--- src/rtl/core/dwips_pkg.sv ---
`timescale 1ns / 1ps
// ----------------------------------------------------------------------------
// dwips_pkg
// Shared widths, register indexes and control types for the dual-wheel
// incremental PI speed controller.
// ----------------------------------------------------------------------------
package dwips_pkg;

  // Defaults for the top-level parameters
  localparam int unsigned FRAC_BITS      = 8;
  localparam int unsigned POSITION_WIDTH = 48;

  // Fixed field widths
  localparam int unsigned DATA_W    = 16;  // targets, encoder counts, drives
  localparam int unsigned GAIN_W    = 16;  // kp, ki (Q8.8)
  localparam int unsigned MAX_W     = 15;  // max_out
  localparam int unsigned ERR_W     = 18;  // target - speed
  localparam int unsigned DIFF_W    = 19;  // error - last error
  localparam int unsigned CFG_IDX_W = 2;
  localparam int unsigned CFG_DAT_W = 16;

  // Register reset values
  localparam logic [GAIN_W-1:0] KP_RESET      = 16'd256;
  localparam logic [GAIN_W-1:0] KI_RESET      = 16'd0;
  localparam logic [MAX_W-1:0]  MAX_OUT_RESET = 15'd32767;

  // Configuration register indexes
  typedef enum logic [CFG_IDX_W-1:0] {
    CFG_KP      = 2'd0,
    CFG_KI      = 2'd1,
    CFG_MAX_OUT = 2'd2
  } cfg_idx_e;

  // Gains and limit, seen by both lanes
  typedef struct packed {
    logic [GAIN_W-1:0] kp;
    logic [GAIN_W-1:0] ki;
    logic [MAX_W-1:0]  max_out;
  } gains_t;

  // Pipeline strobes from the top level into each lane
  typedef struct packed {
    logic s1_load;  // beat accepted, error stage loads
    logic s1_stop;  // accepted beat is a stop tick
    logic s2_load;  // product stage loads
    logic s3_load;  // accumulator stage loads
    logic s3_stop;  // beat entering the accumulator stage is a stop tick
  } lane_ctrl_t;

endpackage

--- src/rtl/core/dwips_lane.sv ---
`timescale 1ns / 1ps
// ----------------------------------------------------------------------------
// dwips_lane
// One wheel's PI core: error and error change, gain products, then the
// accumulate-and-clamp loop that holds the drive accumulator.
// ----------------------------------------------------------------------------
module dwips_lane #(
  parameter int unsigned FRAC_BITS = dwips_pkg::FRAC_BITS,
  localparam int unsigned AccW     = 17 + FRAC_BITS
) (
  input  logic                                clk_i,
  input  logic                                rst_ni,
  input  dwips_pkg::lane_ctrl_t               ctrl_i,
  input  dwips_pkg::gains_t                   gains_i,
  input  logic signed [dwips_pkg::DATA_W-1:0] target_i,
  input  logic signed [dwips_pkg::DATA_W-1:0] speed_i,
  output logic signed [AccW-1:0]              accum_o
);

  localparam int unsigned ErrW   = dwips_pkg::ERR_W;
  localparam int unsigned DiffW  = dwips_pkg::DIFF_W;
  localparam int unsigned GainW  = dwips_pkg::GAIN_W;
  localparam int unsigned ProdPW = GainW + 1 + DiffW;
  localparam int unsigned ProdIW = GainW + 1 + ErrW;
  localparam int unsigned SumW   = ((ProdPW > AccW) ? ProdPW : AccW) + 2;

  logic signed [ErrW-1:0]   err_d, last_err_q, err_q;
  logic signed [DiffW-1:0]  diff_d, diff_q;
  logic signed [GainW:0]    kp_s, ki_s;
  logic signed [ProdPW-1:0] prod_p_d, prod_p_q;
  logic signed [ProdIW-1:0] prod_i_d, prod_i_q;
  logic signed [SumW-1:0]   sum, lim, clamped;
  logic signed [AccW-1:0]   accum_d, accum_q;

  // Error and its change against the last non-stop tick
  always_comb begin
    err_d  = ErrW'(target_i) - ErrW'(speed_i);
    diff_d = DiffW'(err_d) - DiffW'(last_err_q);
  end

  // Gain products, gains are unsigned
  always_comb begin
    kp_s     = $signed({1'b0, gains_i.kp});
    ki_s     = $signed({1'b0, gains_i.ki});
    prod_p_d = kp_s * diff_q;
    prod_i_d = ki_s * err_q;
  end

  // Accumulate and clamp to +-max_out in accumulator scale
  always_comb begin
    sum = SumW'(accum_q) + SumW'(prod_p_q) + SumW'(prod_i_q);
    lim = SumW'(gains_i.max_out) << FRAC_BITS;
    if (sum > lim) begin
      clamped = lim;
    end else if (sum < -lim) begin
      clamped = -lim;
    end else begin
      clamped = sum;
    end
    accum_d = ctrl_i.s3_stop ? '0 : AccW'(clamped);
  end

  // State: last error and accumulator
  always_ff @(posedge clk_i or negedge rst_ni) begin
    if (!rst_ni) begin
      last_err_q <= '0;
      accum_q    <= '0;
    end else begin
      if (ctrl_i.s1_load && !ctrl_i.s1_stop) begin
        last_err_q <= err_d;
      end
      if (ctrl_i.s3_load) begin
        accum_q <= accum_d;
      end
    end
  end

  // Stage payload
  always_ff @(posedge clk_i) begin
    if (ctrl_i.s1_load) begin
      err_q  <= err_d;
      diff_q <= diff_d;
    end
    if (ctrl_i.s2_load) begin
      prod_p_q <= prod_p_d;
      prod_i_q <= prod_i_d;
    end
  end

  assign accum_o = accum_q;

  // A stop beat always leaves a cleared accumulator
  a_stop_clears: assert property (@(posedge clk_i) disable iff (!rst_ni)
    ctrl_i.s3_load && ctrl_i.s3_stop |=> accum_q == '0)
    else $error("accumulator not cleared on stop");

  // Last error holds across stop ticks
  a_stop_keeps_err: assert property (@(posedge clk_i) disable iff (!rst_ni)
    ctrl_i.s1_load && ctrl_i.s1_stop |=> $stable(last_err_q))
    else $error("last error changed on stop");

  // Accumulator moves only when its stage loads
  a_accum_hold: assert property (@(posedge clk_i) disable iff (!rst_ni)
    !ctrl_i.s3_load |=> $stable(accum_q))
    else $error("accumulator changed without a load");

endmodule

--- config.mk ---
export PLATFORM = sky130hd
export DESIGN_NAME = dwips_lane
export DESIGN_NICKNAME = d
export VERILOG_FILES = /design/src/rtl/core/dwips_pkg.sv /design/src/rtl/core/dwips_lane.sv
export SDC_FILE = /design/constraint.sdc
export NUM_CORES = 2
export LEC_CHECK = 0
export BUFFER_PORTS_ARGS = -buffer_cell sky130_fd_sc_hd__buf_2
export CAP_MARGIN = 10
export CELL_PAD_IN_SITES_DETAIL_PLACEMENT = 0
export CELL_PAD_IN_SITES_GLOBAL_PLACEMENT = 1
export CORE_ASPECT_RATIO = 0.7
export CORE_MARGIN = 10
export CORE_UTILIZATION = 35
export DETAILED_ROUTE_END_ITERATION = 10
export PLACE_DENSITY = 0.7
export SLEW_MARGIN = 30
export SYNTH_ARGS = -nofsm -noshare
export SYNTH_HDL_FRONTEND = slang
export SYNTH_SLANG_ARGS = --single-unit
--- constraint.sdc ---
create_clock -name clk_i -period 8.3 [get_ports clk_i]
set_input_delay 1.66 -clock clk_i [delete_from_list [all_inputs] [get_ports clk_i]]
set_output_delay 1.66 -clock clk_i [all_outputs]
set_load 0.05 [all_outputs]
# --- Yosys cells after proc, flatten, opt, wreduce, memory -nomap -nowiden ---
# Index checks and enable logic that the tools add are counted.
classes:
  n_reduce_logical: 2
  n_lt_le_gt_ge: 2
  muxes: 3
  multipliers: 2
  addsub: 5
ops:
  columns: ["op", "count"]
  rows:
  - ["$mux 25", 3]
  - ["$add 37x35->38", 1]
  - ["$gt 38x24->1", 1]
  - ["$lt 38x38->1", 1]
  - ["$neg 23->38", 1]
  - ["$add 25x36->37", 1]
  - ["$mul 17x19->36", 1]
  - ["$mul 17x17->34", 1]
  - ["$sub 17x17->18", 1]
  - ["$sub 16x16->17", 1]
  - ["$logic_and 1x1->1", 1]
  - ["$logic_not 1->1", 1]
totals:
  word_cells: 20
  inputBits: 86
  register_bits: 149
  out_inout_bits: 25

# --- Longest topological paths before layout ---
logic_depth:
  ltp_word: 6
  depth_mapped: 28
  ltp_nobuf: 27

# --- Least setup slack after synthesis ---
# OpenSTA, ideal clock, no wires.
synth_path:
  kind: "input -> register"
  startpoint: "input gains_i[38] in the netlist's numbering"
  endpoint: "register prod_p_q[34] (data pin)"
  t_arrival_ns: 8.375
  setup_ns: 0.258
  required_ns: 8.042
  cell_stages: 23
  setup_slack_ns: -0.332
  path_buffers: 1
  path_cell_list: "clkbuf_1 and2_1 fa_1 inv_1 fa_1 fa_1 fa_1 inv_1 fa_1 fa_1 ha_1 a21o_1 a21o_1 a21oi_1 o21ai_0 o311ai_0 o21ai_0 a2111oi_0 nor3_1 a2111oi_0 o21ai_0 a21oi_1 xnor2_1"
synth_via:
  elab_chain_len: 1
synth_rtl:
  columns: ["element", "line_no", "text"]
  rows:
  - ["from (decl)", "dwips_lane.sv:14", "input dwips_pkg::gains_t gains_i,"]
  - ["$mul 17x19->36", "dwips_lane.sv:45", "prod_p_d = kp_s * diff_q;"]
  - ["via prod_p_d[34]", "dwips_lane.sv:30", "logic signed [ProdPW-1:0] prod_p_d, prod_p_q;"]
  - ["to (signal assigned)", "dwips_lane.sv:85", "prod_p_q <= prod_p_d;"]
  - ["to (decl)", "dwips_lane.sv:30", null]
# The timed path passes the listed nets, and every way through them passes these cells.
# A chain may end at the register's enable or synchronous reset.

# --- Final worst setup path ---
layout_path:
  startpoint: "input gains_i[21] in the netlist's numbering"
  endpoint: "register prod_i_q[33] (data pin)"
layout_via:
  elab_chain_len: 1
layout_rtl:
  columns: ["element", "line_no", "text"]
  rows:
  - ["$mul 17x17->34", "dwips_lane.sv:46", "prod_i_d = ki_s * err_q;"]
  - ["via prod_i_d[33]", "dwips_lane.sv:31", "logic signed [ProdIW-1:0] prod_i_d, prod_i_q;"]
  - ["to (signal assigned)", "dwips_lane.sv:86", "prod_i_q <= prod_i_d;"]
  - ["to (decl)", "dwips_lane.sv:31", null]
# The timed path passes the listed nets, and every way through them passes these cells.

==> results.md <==
- Crit path cell chain: buf_2 -> and2_1 -> fa_1 -> fa_1 -> ha_1 -> fa_1 -> inv_1 -> fa_1 -> fa_1 -> inv_1 -> ha_1 -> nor3_1 -> o211ai_1 -> a2111oi_0 -> buf_4 -> nor4_1 -> o21a_1 -> o41a_1 -> o31ai_1 -> a2111oi_0 -> o21a_1 -> or4_1 -> a31oi_1 -> xnor2_1
- Num CTS Buffers: 17
- Placement Setup Slack: -0.2570 ns
- Pin count of the biggest net entering global routing: 71
- Mux share of post-synthesis cell area: 0.007311
- ANT nets after route: 0
- Dominant delay contributor by cell family on the critical path: adder cells
- Fill cell count: 8955
- CP max FO: 9
- GP Congestion: 0.8815
- Post-Route WL: 81220 um
- Register-to-Register Setup Slack: 0.86 ns
- Pre-antenna DRT Iters: 5
- Final setup violating endpoints: 0
- Root Buffer: clkbuf_16
- Worst reg2reg path endpoint: prod_i_q[33]$_DFFE_PP_
- Area grow syn2layout: 9.416%
- Final hold vios: 0
- CP required: roughly 8.5 ns
- Drt wl/cell: 17.60 um
- R2r worst-path depth: 23
- Worst Path Arrival: 8.16 ns
- Post-route cell area: roughly 34000 um2
- Final worst slack: 0.3352 ns
- Max incr delay on CP: 0.51 ns
- Post-synthesis simple-gate area fraction: 0.1519
- Synth Area per Inst: around 9.3 um2
- Count of buffers from port buffering: between 100 and 150
- Starting Density: 0.3524
- Dpl cells: 4582
- Asr flop ratio synth: 0.2857
- Antenna Cells: 0
- Min-delay src: last_err_q[0]$_DFFE_PN0P_
- Congestion Overflow GR: 0
- Crit path top cell by count: fa_1
- Xor/xnor share of the synthesized area: 0.03252
- Clk Latency, worst-skew pair: 0.45 ns
- Die height: 268.9 um
- Least-Margin Pin Slew: 0.9290 ns
- Register Area: 4204 um2
- Critical path buffers and inverters: 4
- Max_slew headroom: 0.3728
- Clk slew on worst S/H paths: 0.06 ns
- DP HPWL: 69740 um
- Rows: about 90
- Synth Instances: 3315
- Largest family of logic cells by synthesized area: adder cells
- DRC errors left: 0
- EDFF count, synth: about 110
- Die ar.: 101000 um2
- Tmin final: 7.965 ns
- Syn_nets: ~4.3k
- Critical path class: input port to flip-flop
- Die span in x: 375.6 um
- Fmax: 125.6 MHz
- Synthesized area: 30980 um2
- Hold Path Depth: 2
- Layout Skew: between 0.015 and 0.02 ns
- Outcome: finished clean
- Via count: 22.39k
- GRT Total Usage: 0.1635
- CORE AREA: 87900 um2
- Final net count: around 4.4k
- Max cap viols: 0
- Synth unique cells: about 80
- DR vias/cell: 4.851
- IO Pins: approximately 110
- Register bit total from synthesis: 147
- Tcrit/Tclk final: 0.9596
- Post-synthesis adder-cell area fraction: 0.4847
- Register area share after synthesis: 0.1357
- Non-Filler Instances: 4615
- Slew Viols, Final: 0
- Unrepaired setup endpoints after global routing: no
- Post-synthesis compound-gate area fraction: 0.08785
- CTS tree: done
- Initial antenna violation count: 2
- Cell area after placement: ~33000 um2
- Synthesis Warnings: 0
- Crit path capture type: flip-flop
- First-pass GRT wire length: 131200 um
- Reg2reg start: err_q[2]$_DFFE_PP_
- Area occupied by multi-input gates: 23700 um2
- Ys flop type: edfxtp_1
- Initial DRC Count: 1689
- Worst setup SP type: input port
- Layout cells sized above 1: 0.07877
- H-tree depth: 4
- Hold endpoint: last_err_q[0]$_DFFE_PN0P_
- Hold Crit Class: flip-flop to flip-flop
- Worst-case clock buffer depth: 2
- TritonCTS sink count: 147
- Vias in the first global route: 22.95k
- Slowest CP cell: fa_1
-- cell families after synthesis --
logic type / after synthesis
simple gates: 933
mux: 21
compound gates: 407
fa+ha+maj: 873
xor+xnor: 115
buf+inv: 819
flops: 147
-- placed cells by master, fill, tap and decap left out, types with 10 or more instances in the layout --
cell         n
inv_1      716
fa_1       545
edfxtp_1   105
nor4_1      10
nand2b_1    26
mux2_2      13
ha_1       328
or3_1       14
clkbuf_16   17
nor2b_1     24
o21a_1      19
o21ai_0     84
a211oi_1    14
nand4_1     10
nor3_1      52
and2_1     282
a21o_1      44
xnor2_1     84
nor2_1      86
o31ai_1     11
nand3_1     36
a31oi_1     12
and3_1      15
buf_4       99
dfrtp_1     42
a21boi_0    11
a21oi_1    104
xor2_1      31
o21bai_1    10
nand2_1    346
buf_2      110
-- cells in the mapped netlist (6+ instances only) --
library cell	number	share of area
nand4_1	10	0.0020
clkbuf_1	96	0.012
nor4_1	10	0.0020
nor2_1	86	0.010
a211oi_1	14	0.0034
o21a_1	19	0.0046
dfrtp_1	42	0.034
nor2b_1	24	0.0048
o21bai_1	10	0.0024
o211ai_1	9	0.0022
xor2_1	31	0.0088
o31ai_1	11	0.0027
mux2i_1	8	0.0026
nand2b_1	27	0.0055
a2111oi_0	7	0.0020
or3_1	14	0.0028
a21o_1	44	0.011
nand2_1	346	0.042
and2_1	282	0.057
a21boi_0	11	0.0027
nand3_1	36	0.0058
xnor2_1	84	0.024
edfxtp_1	105	0.10
a31oi_1	12	0.0024
ha_1	328	0.13
o221ai_1	6	0.0017
mux2_2	13	0.0047
nor3_1	52	0.0084
a221oi_1	8	0.0023
and3_1	15	0.0030
fa_1	545	0.35
a21oi_1	104	0.017
inv_1	716	0.087
o21ai_0	85	0.014
-- final cells by class --
type,count,share of cell area
multi-input combinational,2349,0.6993
sequential,147,0.1240
timing repair buffer,209,0.03817
clock buffer,17,0.01255
inverter,716,0.07930
clock inverter,15,0.003729
tap,1162,0.04290
-- through the flow --
step / util / TNS (ns) / hold slack, ns
final: 0.3856 / 0 / 0.4982
after global routing: 0.3856 / 0 / 0.5162
after CTS: 0.3854 / 0 / 0.4969
after detailed placement: 0.3791 / -0.8084 / 0.4744
after global placement: 0.3791 / -0.5938 / 0.4693
after floorplan: - / 0 / 0.4432
-- how the worst max path moves through the flow --
stage	start	end	slack (ns)	depth (start not counted)
global route	gains_i[38]	prod_p_q[34]$_DFFE_PP_	0.008	25
floorplan	gains_i[38]	prod_p_q[34]$_DFFE_PP_	0.009	23
global placement	gains_i[38]	prod_p_q[34]$_DFFE_PP_	-0.22	24
detailed placement	gains_i[38]	prod_p_q[34]$_DFFE_PP_	-0.26	24
finish	gains_i[21]	prod_i_q[33]$_DFFE_PP_	0.34	24
CTS	gains_i[38]	prod_p_q[34]$_DFFE_PP_	0.22	24
-- layer usage --
layer	track usage	up-vias	part of all wire
met5	0	-	0
met4	0.01839	0	0.0064
li1	-	10702	-
met2	0.2206	614	0.38
met1	0.2638	11042	0.54
met3	0.03763	31	0.076
-- tightest hold or removal path, stage by stage (launching register included) --
cell	delay, ns
dfrtp_1	0.35
nand2_1	0.05
o21ai_0	0.06
-- flip-flops by register name (all words and copies together) (netlist names) --
signal and cells:
accum_o 25, diff_q 18, err_q 17, last_err_q 17, prod_i_q 34, prod_p_q 36
-- timing repair --
item                                    4_1_cts  5_1_grt
endpoints found under the setup margin        0        3
hold buffers                                  0        0
resized for setup                             0        2
setup buffers                                 0        1
Power is not shown: default switching activity piles up to over one toggle a cycle in this logic, so the estimate is an artifact.
