### src/rtl/core/dwips_pkg.sv
`timescale 1ns / 1ps
// ----------------------------------------------------------------------------
// dwips_pkg
// Shared widths, register indexes and control types for the dual-wheel
// incremental PI speed controller.
// ----------------------------------------------------------------------------
package dwips_pkg;

  // Defaults for the top-level parameters
  localparam int unsigned FRAC_BITS      = 8;
  localparam int unsigned POSITION_WIDTH = 48;

  // Fixed field widths
  localparam int unsigned DATA_W    = 16;  // targets, encoder counts, drives
  localparam int unsigned GAIN_W    = 16;  // kp, ki (Q8.8)
  localparam int unsigned MAX_W     = 15;  // max_out
  localparam int unsigned ERR_W     = 18;  // target - speed
  localparam int unsigned DIFF_W    = 19;  // error - last error
  localparam int unsigned CFG_IDX_W = 2;
  localparam int unsigned CFG_DAT_W = 16;

  // Register reset values
  localparam logic [GAIN_W-1:0] KP_RESET      = 16'd256;
  localparam logic [GAIN_W-1:0] KI_RESET      = 16'd0;
  localparam logic [MAX_W-1:0]  MAX_OUT_RESET = 15'd32767;

  // Configuration register indexes
  typedef enum logic [CFG_IDX_W-1:0] {
    CFG_KP      = 2'd0,
    CFG_KI      = 2'd1,
    CFG_MAX_OUT = 2'd2
  } cfg_idx_e;

  // Gains and limit, seen by both lanes
  typedef struct packed {
    logic [GAIN_W-1:0] kp;
    logic [GAIN_W-1:0] ki;
    logic [MAX_W-1:0]  max_out;
  } gains_t;

  // Pipeline strobes from the top level into each lane
  typedef struct packed {
    logic s1_load;  // beat accepted, error stage loads
    logic s1_stop;  // accepted beat is a stop tick
    logic s2_load;  // product stage loads
    logic s3_load;  // accumulator stage loads
    logic s3_stop;  // beat entering the accumulator stage is a stop tick
  } lane_ctrl_t;

endpackage

### src/rtl/core/dwips_merge.sv
`timescale 1ns / 1ps
// ----------------------------------------------------------------------------
// dwips_merge
// Result register: joins both lanes' accumulators, truncated toward zero,
// with the stop flag and the wheel positions into one result beat.
// ----------------------------------------------------------------------------
module dwips_merge #(
  parameter int unsigned FRAC_BITS      = dwips_pkg::FRAC_BITS,
  parameter int unsigned POSITION_WIDTH = dwips_pkg::POSITION_WIDTH,
  localparam int unsigned AccW          = 17 + FRAC_BITS
) (
  input  logic                                clk_i,
  input  logic                                load_i,
  input  logic                                stop_i,
  input  logic signed [AccW-1:0]              accum_left_i,
  input  logic signed [AccW-1:0]              accum_right_i,
  input  logic [POSITION_WIDTH-1:0]           pos_left_i,
  input  logic [POSITION_WIDTH-1:0]           pos_right_i,
  output logic signed [dwips_pkg::DATA_W-1:0] drive_left_o,
  output logic signed [dwips_pkg::DATA_W-1:0] drive_right_o,
  output logic                                stopped_o,
  output logic [POSITION_WIDTH-1:0]           position_left_o,
  output logic [POSITION_WIDTH-1:0]           position_right_o
);

  localparam int unsigned DataW = dwips_pkg::DATA_W;
  localparam logic [AccW-1:0] Bias = AccW'((64'd1 << FRAC_BITS) - 64'd1);

  // Drop fraction bits, rounding toward zero
  function automatic logic signed [DataW-1:0] to_drive(input logic signed [AccW-1:0] acc);
    logic signed [AccW-1:0] biased;
    logic signed [AccW-1:0] shifted;
    biased  = acc + (acc[AccW-1] ? $signed(Bias) : '0);
    shifted = biased >>> FRAC_BITS;
    return DataW'(shifted);
  endfunction

  always_ff @(posedge clk_i) begin
    if (load_i) begin
      drive_left_o     <= to_drive(accum_left_i);
      drive_right_o    <= to_drive(accum_right_i);
      stopped_o        <= stop_i;
      position_left_o  <= pos_left_i;
      position_right_o <= pos_right_i;
    end
  end

endmodule

### config.mk
export PLATFORM = sky130hd
export DESIGN_NAME = dwips_merge
export DESIGN_NICKNAME = d
export VERILOG_FILES = /design/src/rtl/core/dwips_pkg.sv /design/src/rtl/core/dwips_merge.sv
export SDC_FILE = /design/constraint.sdc
export NUM_CORES = 1
export LEC_CHECK = 0
export ABC_AREA = 1
export BUFFER_PORTS_ARGS = -buffer_cell sky130_fd_sc_hd__buf_2
export CAP_MARGIN = 20
export CORE_MARGIN = 2
export CORE_UTILIZATION = 42
export DETAILED_ROUTE_END_ITERATION = 12
export GPL_TIMING_DRIVEN = 0
export HOLD_SLACK_MARGIN = 0.15
export PLACE_DENSITY_LB_ADDON = 0.1
export RECOVER_POWER = 50
export SETUP_SLACK_MARGIN = 0.05
export SLEW_MARGIN = 25
export SYNTH_ARGS = -nofsm -noshare
export SYNTH_HDL_FRONTEND = slang
export SYNTH_SLANG_ARGS = --single-unit
### constraint.sdc
create_clock -name clk_i -period 1.7 [get_ports clk_i]
set_clock_uncertainty 0.1 [all_clocks]
set_input_delay 0.425 -clock clk_i [delete_from_list [all_inputs] [get_ports clk_i]]
set_output_delay 0.425 -clock clk_i [all_outputs]
set_load 0.05 [all_outputs]
# Word level (Yosys, flattened, before mapping)
# Cells that the tools add are included.
# word_totals
regBits,129
out_inout_bits,129
# op_classes
addsub,2
muxes,2
# ops
cell,count
24-bit by 8-bit adder with 24-bit output,2
8-bit 2-to-1 mux,2

# Logic depth before layout (Yosys ltp)
# Gate-level depths: netlist of the first run.
# logic_depth
word_depth,2
depth_mapped,11
ltp_nobuf,11

# Worst setup path before layout of the first run
# OpenSTA, ideal clock, no wires.
# synth_path
path_kind,input to register
start,input accum_right_i[6]
end,register drive_right_o[0] (netlist name) (data pin)
arrival_ns,1.327
required_ns,1.338
setup_slack_ns,0.010
path_stages,8
cell_sequence,ha_1 -> nand2_1 -> inv_1 -> nand2_1 -> nand3_1 -> inv_1 -> nand2_1 -> xor2_1
# synth_between
elab_chain_len,1
# synth_rtl
element,line,source
"start, declared",dwips_merge.sv:16,"input logic signed [AccW-1:0] accum_right_i,"
24-bit by 8-bit adder with 24-bit output,dwips_merge.sv:33,biased = acc + (acc[AccW-1] ? $signed(Bias) : '0);
"end signal, assigned",dwips_merge.sv:41,drive_right_o <= to_drive(accum_right_i);
"end, declared",dwips_merge.sv:20,"output logic signed [dwips_pkg::DATA_W-1:0] drive_right_o,"
# No other way between the ends.
# A chain may end at the register's enable or synchronous reset.

# Worst setup path after layout of the first run
# layout_path
start,register position_left_o[44]
end,output position_left_o[44]
# layout_lines
element,line,source
"start, declared",dwips_merge.sv:22,"output logic [POSITION_WIDTH-1:0] position_left_o,"
"start signal, assigned",dwips_merge.sv:43,position_left_o <= pos_left_i;
# No word-level cell between the ends.

==> flow_metrics.py, run 1 <==
metrics = {
    "timing": {
        "finalHoldViolCount": 0,
        "fin_ws_ns": 0.1249,
        "tightest_slew_ns": 0.8503,
        "fmax_ghz": 0.6349,
        "finalSetupTns_ns": 0,
        "fin_hold_ws_ns": 0.2266,
        "relSlewSlack_pct": 43.31,
        "period_needed_ns": 1.575,
        "slew_violations": 0,
        "period_share_pct": 92.65,
        "rsz0062_at_grt": "false",
        "finalSetupViolations": 0,
    },
    "floorplanning": {
        "start_util_pct": 42.91,
        "rows": 43,
        "die-area_um2": 15090,
        "ios": 278,
        "die-width_um": 122.9,
        "core_um2": 13830,
        "fp.dieH_um": 122.9,
    },
    "placed_design": {
        "portBuffers": 277,
        "detailedPlacementHpwl_um": 12650,
        "dp_slack_ns": -0.3258,
        "gp_congestion": 0.8893,
        "placedCellCount": 1059,
        "place_area_um2": 7680,
    },
    "power": {
        "swShare_pct": 30.98,
        "seq_power_share_pct": 40.6,
        "combPwrFrac_pct": 22.0,
        "intPower_mw": 6.567,
        "power_frac_clock_pct": 37.4,
        "power_density_nw_per_um2": 1020,
        "ir_drop_v": 0.0006036,
        "power_switching_mw": 2.948,
        "p_leak_nw": 4.507,
    },
    "global_routing": {
        "grt_pass1_wl_um": 25850,
        "antenna_found_initial": 0,
        "track_usage_pct": 22.89,
        "grt_pass1_vias": 5178,
        "grt_max_degree": 75,
        "overflow": 0,
    },
    "routing": {
        "ant_nets": 0,
        "dr.pass1.iters": 5,
        "dr_total_vias": 5396,
        "drt_wl_total_um": 17990,
        "wl_per_cell_um": 15.14,
        "via_per_inst": 4.542,
        "first_iter_violations": 358,
        "route.detailed.drc": 0,
    },
    "worst_setup_path": {
        "cp_max_fo": 1,
        "worst-setup-path-type": "reg2out",
        "worstPathArrival_ns": 1.05,
        "crit_buf_inv": 1,
        "cpPeakStageDelay_ns": 0.40,
        "crit_family": "flip-flops",
        "crit_chain": "buf_2",
        "start_kind": "flop",
        "required_ns": 1.17,
        "cp-end-kind": "primary output",
        "cpMaxStageDelayCell": "edfxtp_1",
    },
    "cells_and_area": {
        "antenna_cells": 0,
        "area_growth_pct": 57.23,
        "final_area_um2": 9329,
        "n_fill_cell": 1061,
        "nets": 1158,
        "drive_gt1_share_pct": 33.33,
        "layout.cells.non_filler": 1188,
    },
    "synth": {
        "ys_ff_latch": 129,
        "yosysTopAreaCellShare_pct": 65.29,
        "synthArstFlopShare_pct": 0,
        "syn_inst": 601,
        "synth-edff-count": 129,
        "yosys-top-cells-area": "edfxtp_1 65%, nand2_1 15%, inv_1 6.0%",
        "synth_cell_types": 16,
        "synth_top_area_cell": "edfxtp_1",
        "yosysSeqAreaShare_pct": 65.29,
        "avgSynthCellArea_um2": 9.872,
        "synth_commonest_cells": "241 x nand2_1, 129 x edfxtp_1, 95 x inv_1",
        "synth_flop_cell": "edfxtp_1",
        "ys_warn_count": 0,
        "syn_area_um2": 5933,
        "synth_nets": 764,
        "yosysMostFrequentCell": "nand2_1",
    },
    "clock_tree": {
        "htree_levels": 4,
        "cts_tree": "yes",
        "cts.sinks": 129,
        "numCtsBuffers": 17,
        "clockBufferDepth": 2,
        "postCtsSetupBuffers": 0,
        "root_buffer": "clkbuf_16",
        "clk_pin_slew_ns": 0.06,
    },
    "worst_hold_path": {
        "hold_class": "in2reg",
    },
    "status": {
        "status": "finished clean",
    },
    "run": {
        "max_cap_viol_count": 0,
    },
}
## final cells by class
type                    instances  area (um^2)  area share (%)
clock buffers                  17        425.4           4.560
well taps                     180        225.2           2.414
flip-flops and latches        129         3874           41.52
repair buffers                375         2386           25.58
multi-input cells             376         1897           20.33
inverters                      96        360.3           3.863
clock inverters                15        161.4           1.730
## state kept, by name (all words and copies together), names as in the netlist
register / flops
drive_left_o: 16
stopped_o: 1
drive_right_o: 16
position_right_o: 48
position_left_o: 48
## metrics by stage
stage,total power [mW],utilization [%]
6_report,9.515,67.47
5_1_grt,9.862,67.47
4_1_cts,9.532,66.81
3_5_place_dp,5.786,55.54
3_3_place_gp,5.755,55.27
2_1_floorplan,5.164,-
## routing by layer
metal | wire length (um) | track usage [%] | vias up
li1 | - | - | 2728
met1 | 7097 | 26.08 | 2445
met2 | 9195 | 40.85 | 191
met3 | 1170 | 5.483 | 32
met4 | 529 | 9.626 | 0
met5 | 0 | 0 | -
## kinds of logic (layout without fill, tap and decap cells)
group / count (synthesis) / after routing / synth area share (%)
buffers and inverters: 96 / 503 / 6.073
AOI/OAI and AO/OA: 2 / 2 / 0.1687
adders and majority gates: 14 / 14 / 2.952
DFF: 129 / 129 / 65.29
and+or+nand+nor: 356 / 356 / 24.93
xor gates and xnor gates: 4 / 4 / 0.5904
## power groups by stage
stage	sequential, mW	combinational, mW	clock, mW
floorplan	4.84	0.325	0
global placement	3.92	1.84	0
detailed placement	3.92	1.87	0
CTS	3.86	2.06	3.62
global route	3.88	2.22	3.76
finish	3.86	2.09	3.56
## cells in the final DEF (no fill, tap or decap)
cell and count:
clkbuf_16 17, a21oi_1 2, ha_1 1, nand3_1 45
nor2_2 10, nand2_4 1, buf_2 265, clkinvlp_4 4
nand3_2 1, inv_8 1, nand2_1 234, edfxtp_1 129
clkinv_4 4, inv_1 95, clkinv_1 2, bufinv_16 2
xor2_1 4, and2_1 2, nand2_2 10, nand4_1 3
clkbuf_1 8, clkbuf_4 1, nor2_1 37, buf_6 1
buf_16 1, nand3b_1 10, dlygate4sd3_1 97, or2_1 3
ha_4 13, inv_2 1, clkbuf_2 1, inv_6 2
buf_4 1
## final timing paths
check	start	to	slack (ns)	cells after the start
setup / recovery	position_left_o[44]	position_left_o[44]	0.12	1
hold / removal	accum_right_i[13]	drive_right_o[5]	0.23	3
## repair_timing
action | in CTS | in global routing
endpoints found under the hold margin | 97 | 0
resized for setup | 0 | 16
hold buffers | 97 | 0
endpoints found under the setup margin | 0 | 25
Power figures use the tool's default switching activity.
==> inputs of run 2 (changes only) <==
--- a/config.mk
+++ b/config.mk
@@ -9,7 +9,7 @@
 export BUFFER_PORTS_ARGS = -buffer_cell sky130_fd_sc_hd__buf_2
 export CAP_MARGIN = 20
 export CORE_MARGIN = 2
-export CORE_UTILIZATION = 42
+export CORE_UTILIZATION = 30
 export DETAILED_ROUTE_END_ITERATION = 12
 export GPL_TIMING_DRIVEN = 0
 export HOLD_SLACK_MARGIN = 0.15
==> constraint.sdc (replaced) <==
create_clock -name clk_i -period 1.6 [get_ports clk_i]
set_clock_uncertainty 0.1 [all_clocks]
set_input_delay 0.4 -clock clk_i [delete_from_list [all_inputs] [get_ports clk_i]]
set_output_delay 0.4 -clock clk_i [all_outputs]
set_load 0.05 [all_outputs]
==> run 2 against run 1 <==
Net effect:
- non-clock buffer count rose by 1
- global-route usage is 6.4 points lower
- via count down 2.6%
- cell count rose by 7.2%
- flip-flop and latch count did not move
- sequential share of layout area is 1.4 points lower
- utilization is 18 points lower
- die area rose by 39%
- total power is 6.0% higher
- hold slack lost 0.027 ns
- critical path depth stayed put
- clock-buffer cell count did not move
- critical path type unchanged
- largest cell class unchanged
- largest power group unchanged
==> flow_metrics.py, run 2 (synthesized netlist as in run 1, its figures left out) <==
metrics = {
    "worst_setup_path": {
        "worstPathArrival_ns": 1.02,
        "required_ns": 1.10,
        "crit_buf_inv": 1,
        "cpMaxStageDelayCell": "edfxtp_1",
        "crit_chain": "clkbuf_4",
        "cpPeakStageDelay_ns": 0.38,
        "cp.depth": 1,
        "worst-setup-path-type": "reg2out",
        "cp-end-kind": "primary output",
        "crit_family": "flip-flops",
        "start_kind": "flop",
        "cp_max_fo": 1,
    },
    "global_routing": {
        "grt_max_degree": 82,
        "track_usage_pct": 16.47,
        "grt_pass1_wl_um": 25720,
        "antenna_found_initial": 0,
        "overflow": 0,
        "grt_pass1_vias": 4873,
    },
    "timing": {
        "fmax_ghz": 0.6559,
        "tightest_slew_ns": 0.7535,
        "relSlewSlack_pct": 49.77,
        "finalSetupTns_ns": 0,
        "finalHoldViolCount": 0,
        "finalSetupViolations": 0,
        "slew_violations": 0,
        "period_share_pct": 95.29,
        "rsz0062_at_grt": "false",
        "period_needed_ns": 1.525,
        "fin_hold_ws_ns": 0.1992,
    },
    "placed_design": {
        "gp_congestion": 0.8296,
        "placedCellCount": 1144,
        "portBuffers": 277,
        "detailedPlacementHpwl_um": 13310,
    },
    "routing": {
        "wl_met2_um": 8982,
        "wl_met1_um": 7600,
        "dr.pass1.iters": 4,
        "route.detailed.drc": 0,
        "first_iter_violations": 250,
        "wl_met3_um": 1074,
        "ant_nets": 0,
        "via_per_inst": 4.126,
        "dr_total_vias": 5257,
        "top_layer": "met4",
        "wl_per_cell_um": 14.13,
        "drt_wl_total_um": 18000,
    },
    "clock_tree": {
        "root_buffer": "clkbuf_16",
        "clockBufferDepth": 2,
        "cts_tree": "yes",
        "htree_levels": 4,
        "clk_pin_slew_ns": 0.06,
        "numCtsBuffers": 17,
        "cts.sinks": 129,
    },
    "power": {
        "power_density_nw_per_um2": 1046,
        "p_leak_nw": 4.592,
        "combPwrFrac_pct": 22.8,
        "intPower_mw": 6.800,
        "seq_power_share_pct": 40.6,
        "swShare_pct": 32.60,
        "power_switching_mw": 3.289,
        "power_frac_clock_pct": 36.6,
        "ir_drop_v": 0.0005753,
    },
    "run": {
        "max_cap_viol_count": 0,
    },
    "cells_and_area": {
        "final_cell_mix": "230 x buf_2, 226 x nand2_1, 129 x edfxtp_1",
        "layout.cells.non_filler": 1274,
        "utilization_pct": 49.55,
        "ff_latch_area_um2": 3874,
        "reg.largest.list": "position_left_o (48), position_right_o (48)",
        "n_fill_cell": 1847,
        "drive_gt1_share_pct": 36.08,
        "area_growth_pct": 62.55,
        "final_common_cell": "buf_2",
        "nets": 1159,
        "antenna_cells": 0,
        "multi_input_area_um2": 1981,
    },
    "floorplanning": {
        "start_util_pct": 30.49,
        "core_um2": 19460,
        "die-width_um": 144.6,
        "fp.dieH_um": 144.6,
        "ios": 278,
        "rows": 51,
        "die-area_um2": 20920,
    },
    "worst_hold_path": {
        "whs_path_depth": 3,
        "hold_class": "in2reg",
    },
    "status": {
        "status": "finished clean",
    },
}
==> run 2: path summary, 6_finish.rpt <==
kind / startpoint / end / slack (ns)
worst max-delay path: position_right_o[45] / position_right_o[45] / 0.08
worst min-delay path: accum_right_i[13] / drive_right_o[5] / 0.20
==> run 2: what timing repair did <==
item | CTS | global route
pin swaps | 0 | 1
hold endpoints to repair | 97 | 0
endpoints found under the setup margin | 27 | 62
resized for setup | 6 | 83
buffers inserted | 0 | 1
hold buffers | 97 | 0
==> run 2: per-layer routing <==
metal	global-route usage, %	vias up
met3	3.974	24
met5	0	-
li1	-	2737
met4	5.876	0
met1	20.13	2324
met2	28.36	172
==> run 2: tightest hold or removal path, cell delays in order <==
cell	delay, ns
buf_2	0.11
nand2_1	0.05
nand2_1	0.05
==> run 2: area by class of cell <==
| cell class | instances | share of cell area [%] |
|---|---|---|
| Sequential cell | 129 | 40.17 |
| Timing Repair Buffer | 376 | 26.25 |
| Multi-Input combinational cell | 376 | 20.54 |
| Clock buffer | 17 | 4.411 |
| Inverter | 96 | 3.736 |
| Tap cell | 265 | 3.438 |
| Clock inverter | 15 | 1.466 |
==> run 2: through the flow <==
stage          power (mW)  area, um^2  worst slack [ns]
2_1_floorplan       5.527        6192         -0.001353
3_3_place_gp        6.196        7910            -1.588
3_5_place_dp        6.203        7948           -0.4985
4_1_cts             10.15        9500           0.05265
5_1_grt             10.51        9644           0.03134
6_report            10.09        9644           0.07540
==> run 2: power by group through the flow <==
stage / logic (mW) / clock network [mW] / registers, mW
3_5_place_dp: 2.05 / 0 / 4.15
2_1_floorplan: 0.386 / 0 / 5.14
5_1_grt: 2.46 / 3.93 / 4.12
3_3_place_gp: 2.03 / 0 / 4.16
6_report: 2.30 / 3.69 / 4.10
4_1_cts: 2.26 / 3.81 / 4.09
==> inputs of run 3 (changes only) <==
--- a/config.mk
+++ b/config.mk
@@ -6,7 +6,7 @@
 export NUM_CORES = 1
 export LEC_CHECK = 0
 export ABC_AREA = 1
-export BUFFER_PORTS_ARGS = -buffer_cell sky130_fd_sc_hd__buf_2
+export BUFFER_PORTS_ARGS = -buffer_cell sky130_fd_sc_hd__clkbuf_2
 export CAP_MARGIN = 20
 export CORE_MARGIN = 2
 export CORE_UTILIZATION = 30
==> run 3 against run 2 <==
Net effect:
- sequential power about the same
- worst setup slack improved by 0.0034 ns
- clock power increased by 8.7%
- flip-flop and latch count unchanged
- via count decreased by 0.34%
- global-route usage decreased by 0.097 points
- die area unchanged
- total power increased by 3.2%
- sequential share of layout area decreased by 0.29 points
- combinational power about the same
- cell area increased by 0.73%
- cell count about the same
- critical endpoint is now drive_right_o[11]
- largest power group unchanged
==> flow_metrics.py, run 3 (synthesized netlist as in run 1, its figures left out) <==
metrics = {
    "cells_and_area": {
        "area_growth_pct": 63.73,
        "final_area_um2": 9714,
        "reg.largest.list": "position_left_o (48), position_right_o (48)",
        "drive_gt1_share_pct": 36.31,
        "final_common_cell": "nand2_1",
        "nets": 1158,
        "antenna_cells": 0,
        "final_cell_mix": "222 x nand2_1, 160 x clkbuf_2, 129 x edfxtp_1",
    },
    "run": {
        "max_cap_viol_count": 0,
    },
    "global_routing": {
        "grt_pass1_wl_um": 25590,
        "track_usage_pct": 16.38,
        "overflow": 0,
        "grt_max_degree": 77,
        "grt_pass1_vias": 4838,
        "antenna_found_initial": 0,
    },
    "routing": {
        "first_iter_violations": 225,
        "via_per_inst": 4.115,
        "route.detailed.drc": 0,
        "wl_per_cell_um": 13.93,
        "drt_wl_total_um": 17740,
        "dr.pass1.iters": 4,
        "ant_nets": 0,
        "dr_total_vias": 5239,
    },
    "clock_tree": {
        "clockBufferDepth": 2,
        "root_buffer": "clkbuf_16",
        "htree_levels": 4,
        "clk_pin_slew_ns": 0.06,
        "postCtsSetupBuffers": 0,
        "numCtsBuffers": 17,
        "cts.sinks": 129,
        "cts_tree": "yes",
    },
    "worst_setup_path": {
        "crit_family": "flip-flops",
        "start_kind": "flop",
        "crit_buf_inv": 1,
        "worst-setup-path-type": "reg2out",
        "cp_max_fo": 1,
        "cpPeakStageDelay_ns": 0.41,
        "cp-end-kind": "primary output",
        "required_ns": 1.10,
        "crit_chain": "clkbuf_8",
        "cpMaxStageDelayCell": "edfxtp_1",
        "worstPathArrival_ns": 1.02,
    },
    "timing": {
        "period_share_pct": 95.07,
        "period_needed_ns": 1.521,
        "relSlewSlack_pct": 66.69,
        "finalSetupViolations": 0,
        "tightest_slew_ns": 0.4997,
        "finalHoldViolCount": 0,
        "slew_violations": 0,
        "rsz0062_at_grt": "true",
        "fmax_ghz": 0.6574,
    },
    "placed_design": {
        "gp_congestion": 0.8227,
        "detailedPlacementHpwl_um": 13420,
        "place_area_um2": 7946,
        "portBuffers": 277,
    },
    "power": {
        "power_density_nw_per_um2": 1072,
        "power_frac_clock_pct": 38.5,
        "total_power_mw": 10.41,
        "combPwrFrac_pct": 22.2,
        "seq_power_share_pct": 39.3,
        "power_switching_mw": 3.180,
        "ir_drop_v": 0.0006218,
        "p_leak_nw": 4.641,
        "intPower_mw": 7.229,
        "swShare_pct": 30.55,
    },
    "floorplanning": {
        "die-area_um2": 20920,
        "ios": 278,
        "die-width_um": 144.6,
        "core_um2": 19460,
        "start_util_pct": 30.49,
        "fp.dieH_um": 144.6,
        "rows": 51,
    },
    "status": {
        "status": "finished clean",
    },
    "worst_hold_path": {
        "hold_class": "in2reg",
    },
}
==> run 3: area by class of cell <==
| class | instances | area, um^2 |
|---|---|---|
| fillers | 1812 | 9748 |
| flip-flops and latches | 129 | 3874 |
| repair buffers | 375 | 2537 |
| multi-input cells | 376 | 2001 |
| clock buffers | 19 | 432.9 |
| inverters | 96 | 360.3 |
| well taps | 265 | 331.6 |
| clock inverters | 13 | 177.7 |
==> run 3: path summary, 6_finish.rpt <==
path	start	end	cells past startpoint	slack [ns]
setup / recovery	drive_right_o[11]	drive_right_o[11]	1	0.08
hold / removal	accum_right_i[23]	drive_right_o[15]	3	0.21
==> run 3: metrics by stage <==
| stage | util (%) | hold slack (ns) | std cells | worst slack [ns] | setup TNS [ns] |
|---|---|---|---|---|---|
| final | 49.91 | 0.2086 | 1273 | 0.07885 | 0 |
| after global routing | 49.91 | 0.2057 | 1273 | 0.03861 | 0 |
| after CTS | 49.60 | 0.1830 | 1273 | 0.05025 | 0 |
| after detailed placement | 40.83 | 0.4786 | 1144 | -0.5851 | -24.14 |
| after global placement | 40.64 | 0.4766 | 1143 | -1.814 | -248.11 |
| after floorplan | - | 0.3989 | 601 | -0.001353 | -0.001353 |
==> run 3: timing repair <==
item / 4_1_cts / 5_1_grt
hold buffers: 97 / 0
endpoints found under the hold margin: 97 / 0
pin swaps: 1 / 6
setup endpoints to repair: 70 / 100
gates resized for setup: 46 / 110
cloned: 0 / 0
==> run 3: power by group through the flow <==
| stage | Combinational [mW] | Sequential, mW | Clock (mW) |
|---|---|---|---|
| detailed placement | 2.04 | 4.17 | 0 |
| CTS | 2.30 | 4.10 | 4.11 |
| floorplan | 0.386 | 5.14 | 0 |
| finish | 2.31 | 4.09 | 4.01 |
| global route | 2.47 | 4.12 | 4.25 |
| global placement | 2.02 | 4.18 | 0 |
==> run 3: per-layer routing <==
metal / up-vias / track usage, % / share of wire, %
met3: 11 / 3.742 / 5.7
met2: 156 / 28.51 / 50
li1: 2729 / - / -
met1: 2343 / 20.20 / 43
met5: - / 0 / 0
met4: 0 / 5.059 / 0.86
